===== src/hdl/assert_macros.svh =====
// Assertion macros for the quaternion rotation RTL.
`ifndef ASSERT_MACROS_SVH
`define ASSERT_MACROS_SVH

// Same-cycle implication, clocked on i_clk and disabled while i_rst_n is low.
`define QVR_ASSERT_IMPL(lbl, ante, cons, msg) \
    lbl: assert property (@(posedge i_clk) disable iff (!i_rst_n) (ante) |-> (cons)) \
        else $error(msg);

// Next-cycle implication, clocked on i_clk and disabled while i_rst_n is low.
`define QVR_ASSERT_NEXT(lbl, ante, cons, msg) \
    lbl: assert property (@(posedge i_clk) disable iff (!i_rst_n) (ante) |=> (cons)) \
        else $error(msg);

`endif


===== src/hdl/qvr_pkg.sv =====
// Package with widths, payload types and constants of the quaternion rotation block.
`default_nettype none

package qvr_pkg;

    localparam int VEC_W      = 32;
    localparam int QUAT_W     = 16;
    localparam int FRAC_SHIFT = 2 * (QUAT_W - 2);

    // Exact widths of the intermediate terms.
    localparam int PROD1_W = VEC_W + QUAT_W;
    localparam int T_W     = PROD1_W + 2;
    localparam int PROD2_W = T_W + QUAT_W;
    localparam int P_W     = PROD2_W + 2;
    localparam int R_W     = P_W - FRAC_SHIFT;

    localparam logic signed [P_W-1:0] ROUND_HALF = P_W'(1) << (FRAC_SHIFT - 1);
    localparam logic [VEC_W-1:0] VEC_MAX = {1'b0, {(VEC_W - 1){1'b1}}};
    localparam logic [VEC_W-1:0] VEC_MIN = {1'b1, {(VEC_W - 1){1'b0}}};

    typedef struct packed {
        logic signed [VEC_W-1:0]  vec_x;
        logic signed [VEC_W-1:0]  vec_y;
        logic signed [VEC_W-1:0]  vec_z;
        logic signed [QUAT_W-1:0] rot_i;
        logic signed [QUAT_W-1:0] rot_j;
        logic signed [QUAT_W-1:0] rot_k;
        logic signed [QUAT_W-1:0] rot_real;
    } t_in_item;

    typedef struct packed {
        logic signed [VEC_W-1:0] world_x;
        logic signed [VEC_W-1:0] world_y;
        logic signed [VEC_W-1:0] world_z;
        logic                    clipped;
    } t_out_item;

    typedef struct packed {
        logic signed [QUAT_W-1:0] qi;
        logic signed [QUAT_W-1:0] qj;
        logic signed [QUAT_W-1:0] qk;
        logic signed [QUAT_W-1:0] qr;
    } t_quat;

    // Quaternion conj(q) * (0, v).
    typedef struct packed {
        logic signed [T_W-1:0] ti;
        logic signed [T_W-1:0] tj;
        logic signed [T_W-1:0] tk;
        logic signed [T_W-1:0] tr;
    } t_tquat;

    // Vector part of the full sandwich product.
    typedef struct packed {
        logic signed [P_W-1:0] px;
        logic signed [P_W-1:0] py;
        logic signed [P_W-1:0] pz;
    } t_pvec;

    // Handshake-side control handed to every pipeline section.
    typedef struct packed {
        logic en;
        logic valid;
    } t_stage_ctl;

endpackage

`default_nettype wire


===== src/hdl/qvr_round_sat.sv =====
// Output stage: round half up, drop the fraction bits and saturate each component.
`default_nettype none

module qvr_round_sat import qvr_pkg::*; (
    input  wire logic  i_clk,
    input  wire logic  i_rst_n,
    input  wire t_stage_ctl i_ctl,
    input  wire t_pvec i_p,
    output logic       o_valid,
    output t_out_item  o_item
);

    t_out_item r_item, n_item;
    logic      r_ve;
    logic [VEC_W:0] c_x, c_y, c_z;

    // Returns the saturation flag above the rounded component.
    function automatic logic [VEC_W:0] round_sat(input logic signed [P_W-1:0] p);
        logic signed [P_W-1:0] rnd;
        logic [R_W-1:0]        sh;
        logic                  fits;
        rnd  = p + ROUND_HALF;
        sh   = rnd[P_W-1:FRAC_SHIFT];
        fits = (&sh[R_W-1:VEC_W-1]) | ~(|sh[R_W-1:VEC_W-1]);
        if (fits) begin
            return {1'b0, sh[VEC_W-1:0]};
        end else if (sh[R_W-1]) begin
            return {1'b1, VEC_MIN};
        end else begin
            return {1'b1, VEC_MAX};
        end
    endfunction

    always_comb begin
        c_x = round_sat(i_p.px);
        c_y = round_sat(i_p.py);
        c_z = round_sat(i_p.pz);
        n_item.world_x = c_x[VEC_W-1:0];
        n_item.world_y = c_y[VEC_W-1:0];
        n_item.world_z = c_z[VEC_W-1:0];
        n_item.clipped = c_x[VEC_W] | c_y[VEC_W] | c_z[VEC_W];
    end

    always_ff @(posedge i_clk) begin
        if (!i_rst_n) begin
            r_ve <= 1'b0;
        end else if (i_ctl.en) begin
            r_ve <= i_ctl.valid;
        end
    end

    always_ff @(posedge i_clk) begin
        if (i_ctl.en) begin
            r_item <= n_item;
        end
    end

    assign o_valid = r_ve;
    assign o_item  = r_item;

endmodule

`default_nettype wire


===== config.mk =====
export PLATFORM = sky130hd
export DESIGN_NAME = qvr_round_sat
export DESIGN_NICKNAME = d
export VERILOG_FILES = /design/src/hdl/assert_macros.svh /design/src/hdl/qvr_pkg.sv /design/src/hdl/qvr_round_sat.sv
export SDC_FILE = /design/constraint.sdc
export NUM_CORES = 1
export LEC_CHECK = 0
export BUFFER_PORTS_ARGS = -buffer_cell sky130_fd_sc_hd__buf_2
export CORE_MARGIN = 1
export CORE_UTILIZATION = 47
export DETAILED_ROUTE_END_ITERATION = 10
export PLACE_DENSITY = 0.78
export SLEW_MARGIN = 40
export SYNTH_ARGS = -nofsm -noshare
export SYNTH_HDL_FRONTEND = slang
export SYNTH_SLANG_ARGS = --single-unit

===== constraint.sdc =====
create_clock -name i_clk -period 3 [get_ports i_clk]
set_input_delay 0.15 -clock i_clk [delete_from_list [all_inputs] [get_ports i_clk]]
set_output_delay 0.15 -clock i_clk [all_outputs]
set_load 0.005 [all_outputs]

==> summary.md, run 1 <==
| Metric | Value |
|---|---|
| Maximum vdd drop | between 0.3 and 0.4 mV |
| Endpoints failing setup | 0 |
| Filler cell count in the final layout | about 1100 |
| Initial antenna violation count | 0 |
| Sum Neg Setup Slack | 0 ns |
| # H-tree levels | 3 |
| Syn-to-layout area delta | 27.47% |
| PwrDens | 411.3 nW/um^2 |
| Vias/cell | approximately 5.6 |
| Iter 0 DRT Violations | between 500 and 600 |
| CP required | approximately 3.1 ns |
| Vias | approximately 5900 |
| Placed cell count | approximately 1000 |
| Remaining global-route overflow | 0 |
| Critical Path Source Type | input pin |
| Routed wire length | between 15000 and 20000 um |
| FMAX | 371.0 MHz |
| IO Pins | 306 |
| GPL Wtd Cong | slightly above 0.9 |
| Clock slew at reported path FFs | around 0.07 ns |
| Clock Latency Late Sink | 0.34 ns |
| Syn Nets | around 860 |
| Wl on met1 | ~7600 um |
| HPWL after DPL | roughly 13000 um |
| Site row count | 41 |
| Post-synth cell types | 53 |
| Crit Path Max Fanout | 17 |
| Minimum clock period after layout | 2.695 ns |
| Yosys reg bits | between 90 and 100 |
| Clock Skew | 0 ns |
| Post-synth EDFFs | 97 |
| Number of remaining DRC errors | 0 |
| Combinational share of power | approximately 16% |
| Max Used Layer | met4 |
| TritonCTS clock tree | done |
| Placeable Area | 12880 sq um |
| RSZ-0062 raised after global routing | no |
| Outcome | finished clean |
| Remaining antenna violation count | 0 |
| WL met3 | approximately 1500 um |
| All-layer global routing usage | ~25% |
| Final Max Slew Viols | 0 |
| Met2 WL | 7712 um |
| Sw Ratio | approximately 25% |
| Hold crit path type | input pin to register |
| Cell Area, Synth | 6319 sq um |
| Avg Cell Area, Syn | between 9 and 10 sq um |
| Initial Util | approximately half |
| CP arrival | approximately 2.8 ns |
| First-pass GRT wire length | roughly 27000 um |
| Synth warn | 0 |
| Worst-Margin Slew | roughly 0.69 ns |
| WS Path Type | input pin to register |
| Die width | between 100 and 150 um |
| Sink Count | approximately 100 |
| WL/cell | between 15 and 20 um |
| Relative slew slack | ~54% |
| # resized after CTS | 0 |
| Sequential fraction of the synthesis area | ~46% |
| Final std cells w/o fill | around 1100 |
| Psw | slightly above 0.8 mW |
| Clock share of power | between 30% and 40% |
| Clk buf depth | 2 |
| Number of global-route vias before repair | between 5000 and 6000 |
| Post-CTS setup buffer count | 0 |
| Final worst path period share | about 90% |
| Internal power | around 2.5 mW |
| Die Y-Extent | roughly 120 um |
| MaxCap Viol Count | 0 |
| Main synth FF type | edfxtp_1 |
| Share of layout cells above drive strength 1 | ~31% |
| Reg power frac | ~50% |
| Num CTS Buffers | 9 |
| Syn Inst Count | around 650 |
| # diodes | 0 |
| DRT Pass-1 Iters | 5 |
| Final layout net count | ~1100 |
| Pin count of the biggest net entering global routing | between 50 and 60 |
| Final Hold Viols | 0 |
| Post-synth ARST share | 0% |
| Post-CTS Hold Buffers | 0 |
| Full die area | between 10000 and 15000 sq um |
| PortBufs | ~220 |
| P_leak | slightly above 3 nW |
| CP Capture Type | register |
| Clock Tree Root | clkbuf_16 |
-- worst paths after layout --
path,startpoint,end,slack [ns],depth (start not counted)
setup / recovery,i_p[163],o_item[91],0.30,11
hold reg to reg,o_valid,o_valid,0.52,2
setup reg to reg,o_valid,o_valid,2.41,2
hold / removal,i_rst_n,o_valid,0.01,2
-- state kept, by name, summed over array words and instances, names as in the netlist --
| signal | count |
|---|---|
| o_item | 97 |
| o_valid | 1 |
-- Yosys cell counts (2+ instances only) --
library cell,number,share of area [%]
and3_1,20,2.0
a21oi_1,38,3.0
buf_6,3,0.53
inv_1,14,0.83
mux2i_1,3,0.48
nand4_1,26,2.6
a21o_1,2,0.24
o31ai_1,4,0.48
edfxtp_1,97,46
or4_1,5,0.59
ha_1,3,0.59
or2_2,3,0.30
nor2b_1,12,1.2
nand2_1,52,3.1
nor4_1,13,1.3
nand3_1,41,3.2
nor2_1,39,2.3
o211a_1,2,0.32
and2_1,5,0.50
a31oi_1,2,0.20
a211o_1,2,0.28
or3_1,5,0.50
and4_1,22,3.0
clkbuf_1,24,1.4
nor3_1,19,1.5
xnor2_1,54,7.5
xor2_1,49,6.8
o22ai_1,11,1.1
buf_2,4,0.32
o21ai_0,49,3.9
a21oi_2,2,0.28
nand2b_1,5,0.50
-- kinds of logic after synthesis --
logic type	synth area share (%)
AOI/OAI and AO/OA	11.41
xor gates and xnor gates	14.28
adders and majority gates	0.5941
buffers and inverters	3.247
DFF	46.42
muxes	0.6535
and+or+nand+nor	23.41
-- power groups by stage --
stage	sequential, mW	combinational (mW)	clock [mW]
6_report	1.66	0.525	1.13
5_1_grt	1.67	0.575	1.20
4_1_cts	1.66	0.524	1.15
3_5_place_dp	1.69	0.520	0
3_3_place_gp	1.68	0.515	0
2_1_floorplan	1.70	0.176	0
-- critical path: stages --
cell     delay [ns]
buf_2          0.10
ha_1           0.18
and2_1         0.24
nand4_1        0.24
nor4_1         0.38
and2_1         0.19
a21oi_1        0.05
nor4_1         0.53
or2_2          0.38
buf_4          0.20
o21ai_0        0.13
-- cell type report --
cell class	instances	area [sq um]	area share [%]
multi-input cells	506	3188	39.58
repair buffers	253	1379	17.12
flip-flops and latches	98	2933	36.41
well taps	172	215.2	2.672
clock buffers	10	229.0	2.843
clock inverters	6	57.56	0.7146
inverters	14	52.55	0.6525
-- through the flow --
step	worst slack (ns)	total power, mW	hold slack [ns]	util [%]	instance area (sq um)
global placement	0.03513	2.200	0.3629	60.32	7767
detailed placement	0.009778	2.206	0.3705	60.32	7767
finish	0.3049	3.312	0.01347	62.55	8054
global route	0.1061	3.445	0.01399	62.55	8054
floorplan	0.2598	1.878	0.2625	-	6319
CTS	0.3619	3.335	0.004575	62.55	8054
-- routing by layer --
metal	track usage, %	vias up
met1	34.81	2741
li1	-	2884
met5	0	-
met4	8.173	0
met3	4.264	18
met2	38.24	299
-- cells in the final DEF, fill, tap and decap left out, types with 2 or more instances in the layout --
| master | count |
|---|---|
| or4_1 | 5 |
| o21ai_0 | 49 |
| inv_1 | 14 |
| nand3_1 | 41 |
| xnor2_1 | 54 |
| mux2i_1 | 3 |
| or2_2 | 3 |
| clkinv_1 | 3 |
| nor2_1 | 39 |
| a31oi_1 | 2 |
| o211a_1 | 2 |
| o22ai_1 | 11 |
| nor2b_1 | 12 |
| a21oi_2 | 2 |
| ha_1 | 3 |
| a21oi_1 | 38 |
| and3_1 | 20 |
| nand2_1 | 52 |
| a211o_1 | 2 |
| or3_1 | 5 |
| buf_12 | 3 |
| clkbuf_16 | 9 |
| xor2_1 | 49 |
| nor4_1 | 13 |
| buf_2 | 223 |
| a21o_1 | 2 |
| and4_1 | 22 |
| nand4_1 | 26 |
| nand2b_1 | 5 |
| nor3_1 | 19 |
| and2_1 | 5 |
| o31ai_1 | 4 |
| edfxtp_1 | 97 |
| buf_4 | 27 |
Power figures use the tool's default switching activity.
==> run 2, diff against run 1 <==
--- a/config.mk
+++ b/config.mk
@@ -5,7 +5,8 @@
 export SDC_FILE = /design/constraint.sdc
 export NUM_CORES = 1
 export LEC_CHECK = 0
-export BUFFER_PORTS_ARGS = -buffer_cell sky130_fd_sc_hd__buf_2
+export ABC_CLOCK_PERIOD_IN_PS = 3000
+export BUFFER_PORTS_ARGS = -buffer_cell sky130_fd_sc_hd__clkbuf_2
 export CORE_MARGIN = 1
 export CORE_UTILIZATION = 47
 export DETAILED_ROUTE_END_ITERATION = 10
==> summary.md, run 2 (synthesized netlist as in run 1, its figures left out) <==
| Metric | Value |
|---|---|
| Outcome | finished clean |
| Num CTS Buffers | 9 (unchanged) |
| Vias/cell | 5.574 (-0.66%) |
| Number of remaining DRC errors | 0 (unchanged) |
| Share of layout cells above drive strength 1 | 31.15% (+0.035 points) |
| Number of global-route vias before repair | 5346 (-0.37%) |
| Initial Util | 49.07% (unchanged) |
| Worst-Margin Slew | 0.6961 ns (+0.01074 ns) |
| Worst hold start | i_rst_n |
| PwrDens | 410.8 nW/um^2 (-0.12%) |
| WL/cell | 15.85 um (-1.8%) |
| Post-CTS Hold Buffers | 0 (unchanged) |
| Clock Skew | 0 ns (unchanged) |
| Final std cells w/o fill | 1058 (-0.094%) |
| Worst path top cell family by delay | simple AND/OR/NAND/NOR gates |
| Routed wire length | 16770 um (-1.9%) |
| Clock Latency Late Sink | 0.33 ns (about the same) |
| Vias | 5897 (-0.76%) |
| Remaining global-route overflow | 0 (unchanged) |
| Critical Path Source Type | input pin |
| Maximum vdd drop | 0.2760 mV (-15%) |
| Util after Layout | 62.49% (about the same) |
| Relative slew slack | 53.59% (-0.72 points) |
| Setup ws final | 0.3904 ns (+0.08548 ns) |
| Clock Tree Root | clkbuf_16 |
| RSZ-0062 raised after global routing | no |
| Sum Neg Setup Slack | 0 ns (unchanged) |
| DRT Pass-1 Iters | 5 (unchanged) |
| Placeable Area | 12880 sq um (unchanged) |
| HPWL after DPL | 13000 um (about the same) |
| PortBufs | 224 (unchanged) |
| Max reg flops | 97 (unchanged) |
| CP max stage cell | or4_1 |
| Setup WS pre-CTS | 0.08213 ns (+0.07235 ns) |
| Sink Count | 98 (unchanged) |
| Final instance area | 8046 sq um (about the same) |
| CP required | 3.17 ns (+0.10 ns) |
| Placed Area | 7760 sq um (about the same) |
| WHS Endpoint | o_valid |
| Sw Ratio | 24.46% (-0.086 points) |
| GPL Wtd Cong | 0.9494 (+2.8%) |
| Hold_ws | 0.02254 ns (+0.009072 ns) |
| Worst r2r path cells | 2 (unchanged) |
| Worst path max stage delay | 0.63 ns (+0.10 ns) |
| TritonCTS clock tree | done |
| FMAX | 383.2 MHz (+3.3%) |
| Clock share of power | 33.9% (-0.2 points) |
| Commonest cells after routing, fill and taps aside | clkbuf_2 (223), edfxtp_1 (97), xnor2_1 (54) |
| Reg-to-reg endpoint | o_valid |
| Crit-path most repeated cell | and4_1 |
| First-pass GRT wire length | 26770 um (-2.2%) |
| Commonest non-fill, non-tap cell in the layout | clkbuf_2 |
| Internal power | 2.497 mW (-0.10%) |
| CP arrival | 2.78 ns (about the same) |
| Worst r2r src | o_valid |
| Minimum clock period after layout | 2.610 ns (-0.08548 ns) |
| Die Y-Extent | 117.9 um (unchanged) |
| Initial antenna violation count | 0 (unchanged) |
| CP Cell Sequence | clkbuf_2 -> and4_1 -> and4_1 -> nand3_1 -> nor3_1 -> xnor2_1 -> or4_1 -> and2_1 -> o31ai_1 |
| Syn-to-layout area delta | 27.35% (about the same) |
| CP Capture Type | register |
| Post-CTS setup buffer count | 0 (unchanged) |
| Worst path bufs/invs | 1 (-1) |
| MaxCap Viol Count | 0 (unchanged) |
| Placed cell count | 1042 (-0.096%) |
| FF-to-FF setup slack | 2.39 ns (-0.02 ns) |
| Iter 0 DRT Violations | 575 (+0.52%) |
| Full die area | 13910 sq um (unchanged) |
| Reg power frac | 50.3% (+0.2 points) |
| WS Path Type | input pin to register |
| IO Pins | 306 (unchanged) |
| Endpoints failing setup | 0 (unchanged) |
| Crit Path Max Fanout | 15 (-2) |
| Tot Pwr | 3.305 mW (-0.22%) |
| Final Max Slew Viols | 0 (unchanged) |
| Hold crit path type | input pin to register |
| Final Hold Viols | 0 (unchanged) |
| All-layer global routing usage | 24.19% (-0.47 points) |
| Pin count of the biggest net entering global routing | 54 (+3.8%) |
| Clk buf depth | 2 (unchanged) |
| Clock slew at reported path FFs | 0.06 ns (about the same) |
| Final worst path period share | 86.99% (-2.8 points) |
| # diodes | 0 (unchanged) |
| # H-tree levels | 3 (unchanged) |
| Psw | 0.8084 mW (-0.57%) |
| Combinational share of power | 15.8% (about the same) |
| Remaining antenna violation count | 0 (unchanged) |
| Final layout net count | 1092 (-0.091%) |
| Cells on Worst Hold Path | 2 (unchanged) |
| Site row count | 41 (unchanged) |
| P_leak | 3.134 nW (+1.4%) |
| # resized after CTS | 0 (unchanged) |
| Die width | 117.9 um (unchanged) |
## run 2: cell count changes in the layout (fill, tap and decap cells not counted), sizes merged
cell / before / now
buf: 253 / 29
clkinv: 4 / 3
clkbuf: 10 / 233
clkinvlp: 1 / 2
## run 2: how the worst max path moves through the flow
stage                         from          to  slack, ns  cells past startpoint
after floorplan           i_p[120]  o_item[36]       0.26                      9
after global placement    i_p[119]  o_item[60]       0.12                      9
after detailed placement   i_p[35]   o_item[7]       0.08                      9
after CTS                  i_p[35]   o_item[7]       0.47                      9
after global routing      i_p[163]  o_item[91]       0.15                     12
final                      i_p[35]   o_item[7]       0.39                      9
## run 2: layout make-up
class | count | area (sq um)
multi-input combinational | 506 | 3188
tap | 172 | 215.2
inverter | 14 | 52.55
clock inverter | 6 | 57.56
timing repair buffer | 252 | 1371
clock buffer | 10 | 229.0
sequential | 98 | 2933
fill | 1105 | 4830
## run 2: power groups by stage
stage / Sequential [mW] / Clock [mW] / Combinational, mW
4_1_cts: 1.66 / 1.14 / 0.521
6_report: 1.66 / 1.12 / 0.522
5_1_grt: 1.67 / 1.20 / 0.572
2_1_floorplan: 1.70 / 0 / 0.176
3_3_place_gp: 1.69 / 0 / 0.512
3_5_place_dp: 1.69 / 0 / 0.518
## run 2: worst register-to-register path: stages, from the launching register on
cell,delay (ns)
dfxtp_1,0.32
mux2i_1,0.13
nor2b_1,0.06
## run 2: per-layer routing
layer	track usage [%]	vias to the layer above	wire length (um)
li1	-	2896	-
met1	34.62	2683	7493
met2	36.95	299	7369
met3	4.990	19	1605
met4	6.731	0	305
met5	0	-	0
==> run 3, diff against run 2 <==
--- a/config.mk
+++ b/config.mk
@@ -10,6 +10,7 @@
 export CORE_MARGIN = 1
 export CORE_UTILIZATION = 47
 export DETAILED_ROUTE_END_ITERATION = 10
+export GPL_TIMING_DRIVEN = 0
 export PLACE_DENSITY = 0.78
 export SLEW_MARGIN = 40
 export SYNTH_ARGS = -nofsm -noshare
==> summary.md, run 3 (synthesized netlist as in run 1, its figures left out) <==
| Metric | Value |
|---|---|
| Final Hold Viols | 0 (unchanged) |
| Final instance area | 8021 sq um (-0.31%) |
| Initial antenna violation count | 0 (unchanged) |
| Sum Neg Setup Slack | 0 ns (unchanged) |
| Post-CTS Hold Buffers | 0 (unchanged) |
| Remaining global-route overflow | 0 (unchanged) |
| Die Y-Extent | 117.9 um (unchanged) |
| Worst hold start | i_rst_n |
| Cells on Worst Hold Path | 2 (unchanged) |
| Iter 0 DRT Violations | 590 (+2.6%) |
| Wl on met1 | 7766 um (+3.6%) |
| PwrDens | 404.4 nW/um^2 (-1.6%) |
| Num CTS Buffers | 9 (unchanged) |
| Vias | 6027 (+2.2%) |
| TritonCTS clock tree | done |
| Initial Util | 49.07% (unchanged) |
| Final Max Slew Viols | 0 (unchanged) |
| Max reg flops | 97 (unchanged) |
| Final layout net count | 1096 (+0.37%) |
| Commonest non-fill, non-tap cell in the layout | clkbuf_2 |
| Crit Path Max Fanout | 10 (-5) |
| Routed wire length | 17340 um (+3.4%) |
| WHS Endpoint | o_valid |
| FF-to-FF setup slack | 2.38 ns (about the same) |
| FMAX | 342.6 MHz (-11%) |
| First-pass GRT wire length | 27390 um (+2.3%) |
| Endpoints failing setup | 0 (unchanged) |
| Worst path max stage delay | 0.51 ns (-0.12 ns) |
| WL/cell | 16.33 um (+3.0%) |
| Final std cells w/o fill | 1062 (+0.38%) |
| CP required | 3.17 ns (about the same) |
| Reg-to-reg endpoint | o_valid |
| PortBufs | 221 (-1.3%) |
| DRT Pass-1 Iters | 5 (unchanged) |
| # diodes | 0 (unchanged) |
| Clock Skew | 0 ns (unchanged) |
| Worst r2r path cells | 2 (unchanged) |
| Placed Area | 7676 sq um (-1.1%) |
| Syn-to-layout area delta | 26.95% |
| Sink Count | 98 (unchanged) |
| Site row count | 41 (unchanged) |
| Worst r2r src | o_valid |
| HPWL after DPL | 13270 um (+2.0%) |
| All-layer global routing usage | 24.72% (+0.53 points) |
| Minimum clock period after layout | 2.919 ns (+0.3093 ns) |
| GPL Wtd Cong | 0.9539 (+0.47%) |
| # H-tree levels | 3 (unchanged) |
| RSZ-0062 raised after global routing | yes |
| Placeable Area | 12880 sq um (unchanged) |
| Max Used Layer | met4 |
| Clk buf depth | 2 (unchanged) |
| Full die area | 13910 sq um (unchanged) |
| Pin count of the biggest net entering global routing | 53 (-1.9%) |
| WS Path Type | input pin to register |
| Clock Latency Late Sink | 0.34 ns (about the same) |
| Remaining antenna violation count | 0 (unchanged) |
| Placed cell count | 1045 (+0.29%) |
| Die width | 117.9 um (unchanged) |
| Vias/cell | 5.675 (+1.8%) |
| Critical Path Source Type | input pin |
| Clock Tree Root | clkbuf_16 |
| Final worst path period share | 97.30% (+10 points) |
| Clock slew at reported path FFs | 0.07 ns (about the same) |
| Number of remaining DRC errors | 0 (unchanged) |
| Outcome | finished clean |
| Share of layout cells above drive strength 1 | 29.89% (-1.3 points) |
| Hold crit path type | input pin to register |
| CP Cell Sequence | clkbuf_2 -> and4_1 -> and3_1 -> clkbuf_1 -> nand3_1 -> nor3_1 -> xnor2_1 -> or4_1 -> clkbuf_1 -> and2_1 -> clkbuf_1 -> o21ai_0 |
| P_leak | 3.085 nW (-1.6%) |
| Relative slew slack | 64.55% (+11 points) |
| Tot Pwr | 3.244 mW (-1.9%) |
| MaxCap Viol Count | 0 (unchanged) |
| CP arrival | 3.09 ns (+0.31 ns) |
| CP Capture Type | register |
| Crit-path most repeated cell | clkbuf_1 |
| Number of global-route vias before repair | 5391 (+0.84%) |
| WL met3 | 1535 um (-4.4%) |
| IO Pins | 306 (unchanged) |
| CP max stage cell | or4_1 |
| Worst-Margin Slew | 0.5274 ns (-0.1687 ns) |
| Util after Layout | 62.30% (-0.19 points) |
| Maximum vdd drop | 0.2547 mV (-7.7%) |
| Met2 WL | 7793 um (+5.8%) |
| Commonest cells after routing, fill and taps aside | clkbuf_2 (224), edfxtp_1 (97), xnor2_1 (54) |
-- run 3: cell types whose count changed in the layout (fill, tap and decap cells not counted), sizes merged --
cell | previous run | this run
buf | 29 | 9
clkbuf | 233 | 259
bufinv | 1 | 0
clkinvlp | 2 | 1
-- run 3: repair_timing --
item,in CTS,in global routing
pin swaps,0,1
setup endpoints to repair,40,43
buffers inserted,0,1
gates resized for setup,4,14
-- run 3: through the flow --
step / hold WS (ns) / worst slack [ns]
global route: 0.01448 / -0.006806
detailed placement: 0.3873 / -0.5983
global placement: 0.3698 / -0.6090
finish: 0.02838 / 0.08104
CTS: 0.01988 / 0.02041
floorplan: 0.2625 / 0.2598
-- run 3: worst max path at each step --
| stage | endpoint | from | slack, ns | depth (start not counted) |
|---|---|---|---|---|
| finish | o_item[1] | i_p[45] | 0.08 | 12 |
| global route | o_item[1] | i_p[45] | -0.007 | 12 |
| CTS | o_item[94] | i_p[166] | 0.02 | 11 |
| detailed placement | o_item[94] | i_p[166] | -0.60 | 10 |
| global placement | o_item[94] | i_p[166] | -0.61 | 10 |
| floorplan | o_item[36] | i_p[120] | 0.26 | 9 |
-- run 3: layout make-up --
cell class | count | area [sq um]
inverter | 14 | 52.55
clock inverter | 4 | 28.78
fill | 1093 | 4855
buffer | 33 | 158.9
sequential | 98 | 2933
multi-input combinational | 506 | 3247
timing repair buffer | 223 | 1150
clock buffer | 12 | 236.5
tap | 172 | 215.2
-- run 3: worst max-delay path, delay by kind of cell --
family | cells | cell delay (ns)
xor+xnor | 1 | 0.11
buf+inv | 4 | 0.88
simple gates | 6 | 1.72
compound gates | 1 | 0.25
-- run 3: routing by layer --
metal,vias to the layer above,global-route usage [%]
met5,-,0
met4,0,8.173
met3,18,4.603
met2,304,37.68
met1,2810,35.25
li1,2895,-
-- run 3: report_power, final --
group          total, mW  leakage [nW]  switching (mW)  internal (mW)
Sequential          1.66         0.959          0.0305           1.63
Clock               1.06         0.124           0.492          0.564
Combinational      0.529          2.00           0.300          0.228
Total               3.24          3.08           0.823           2.42
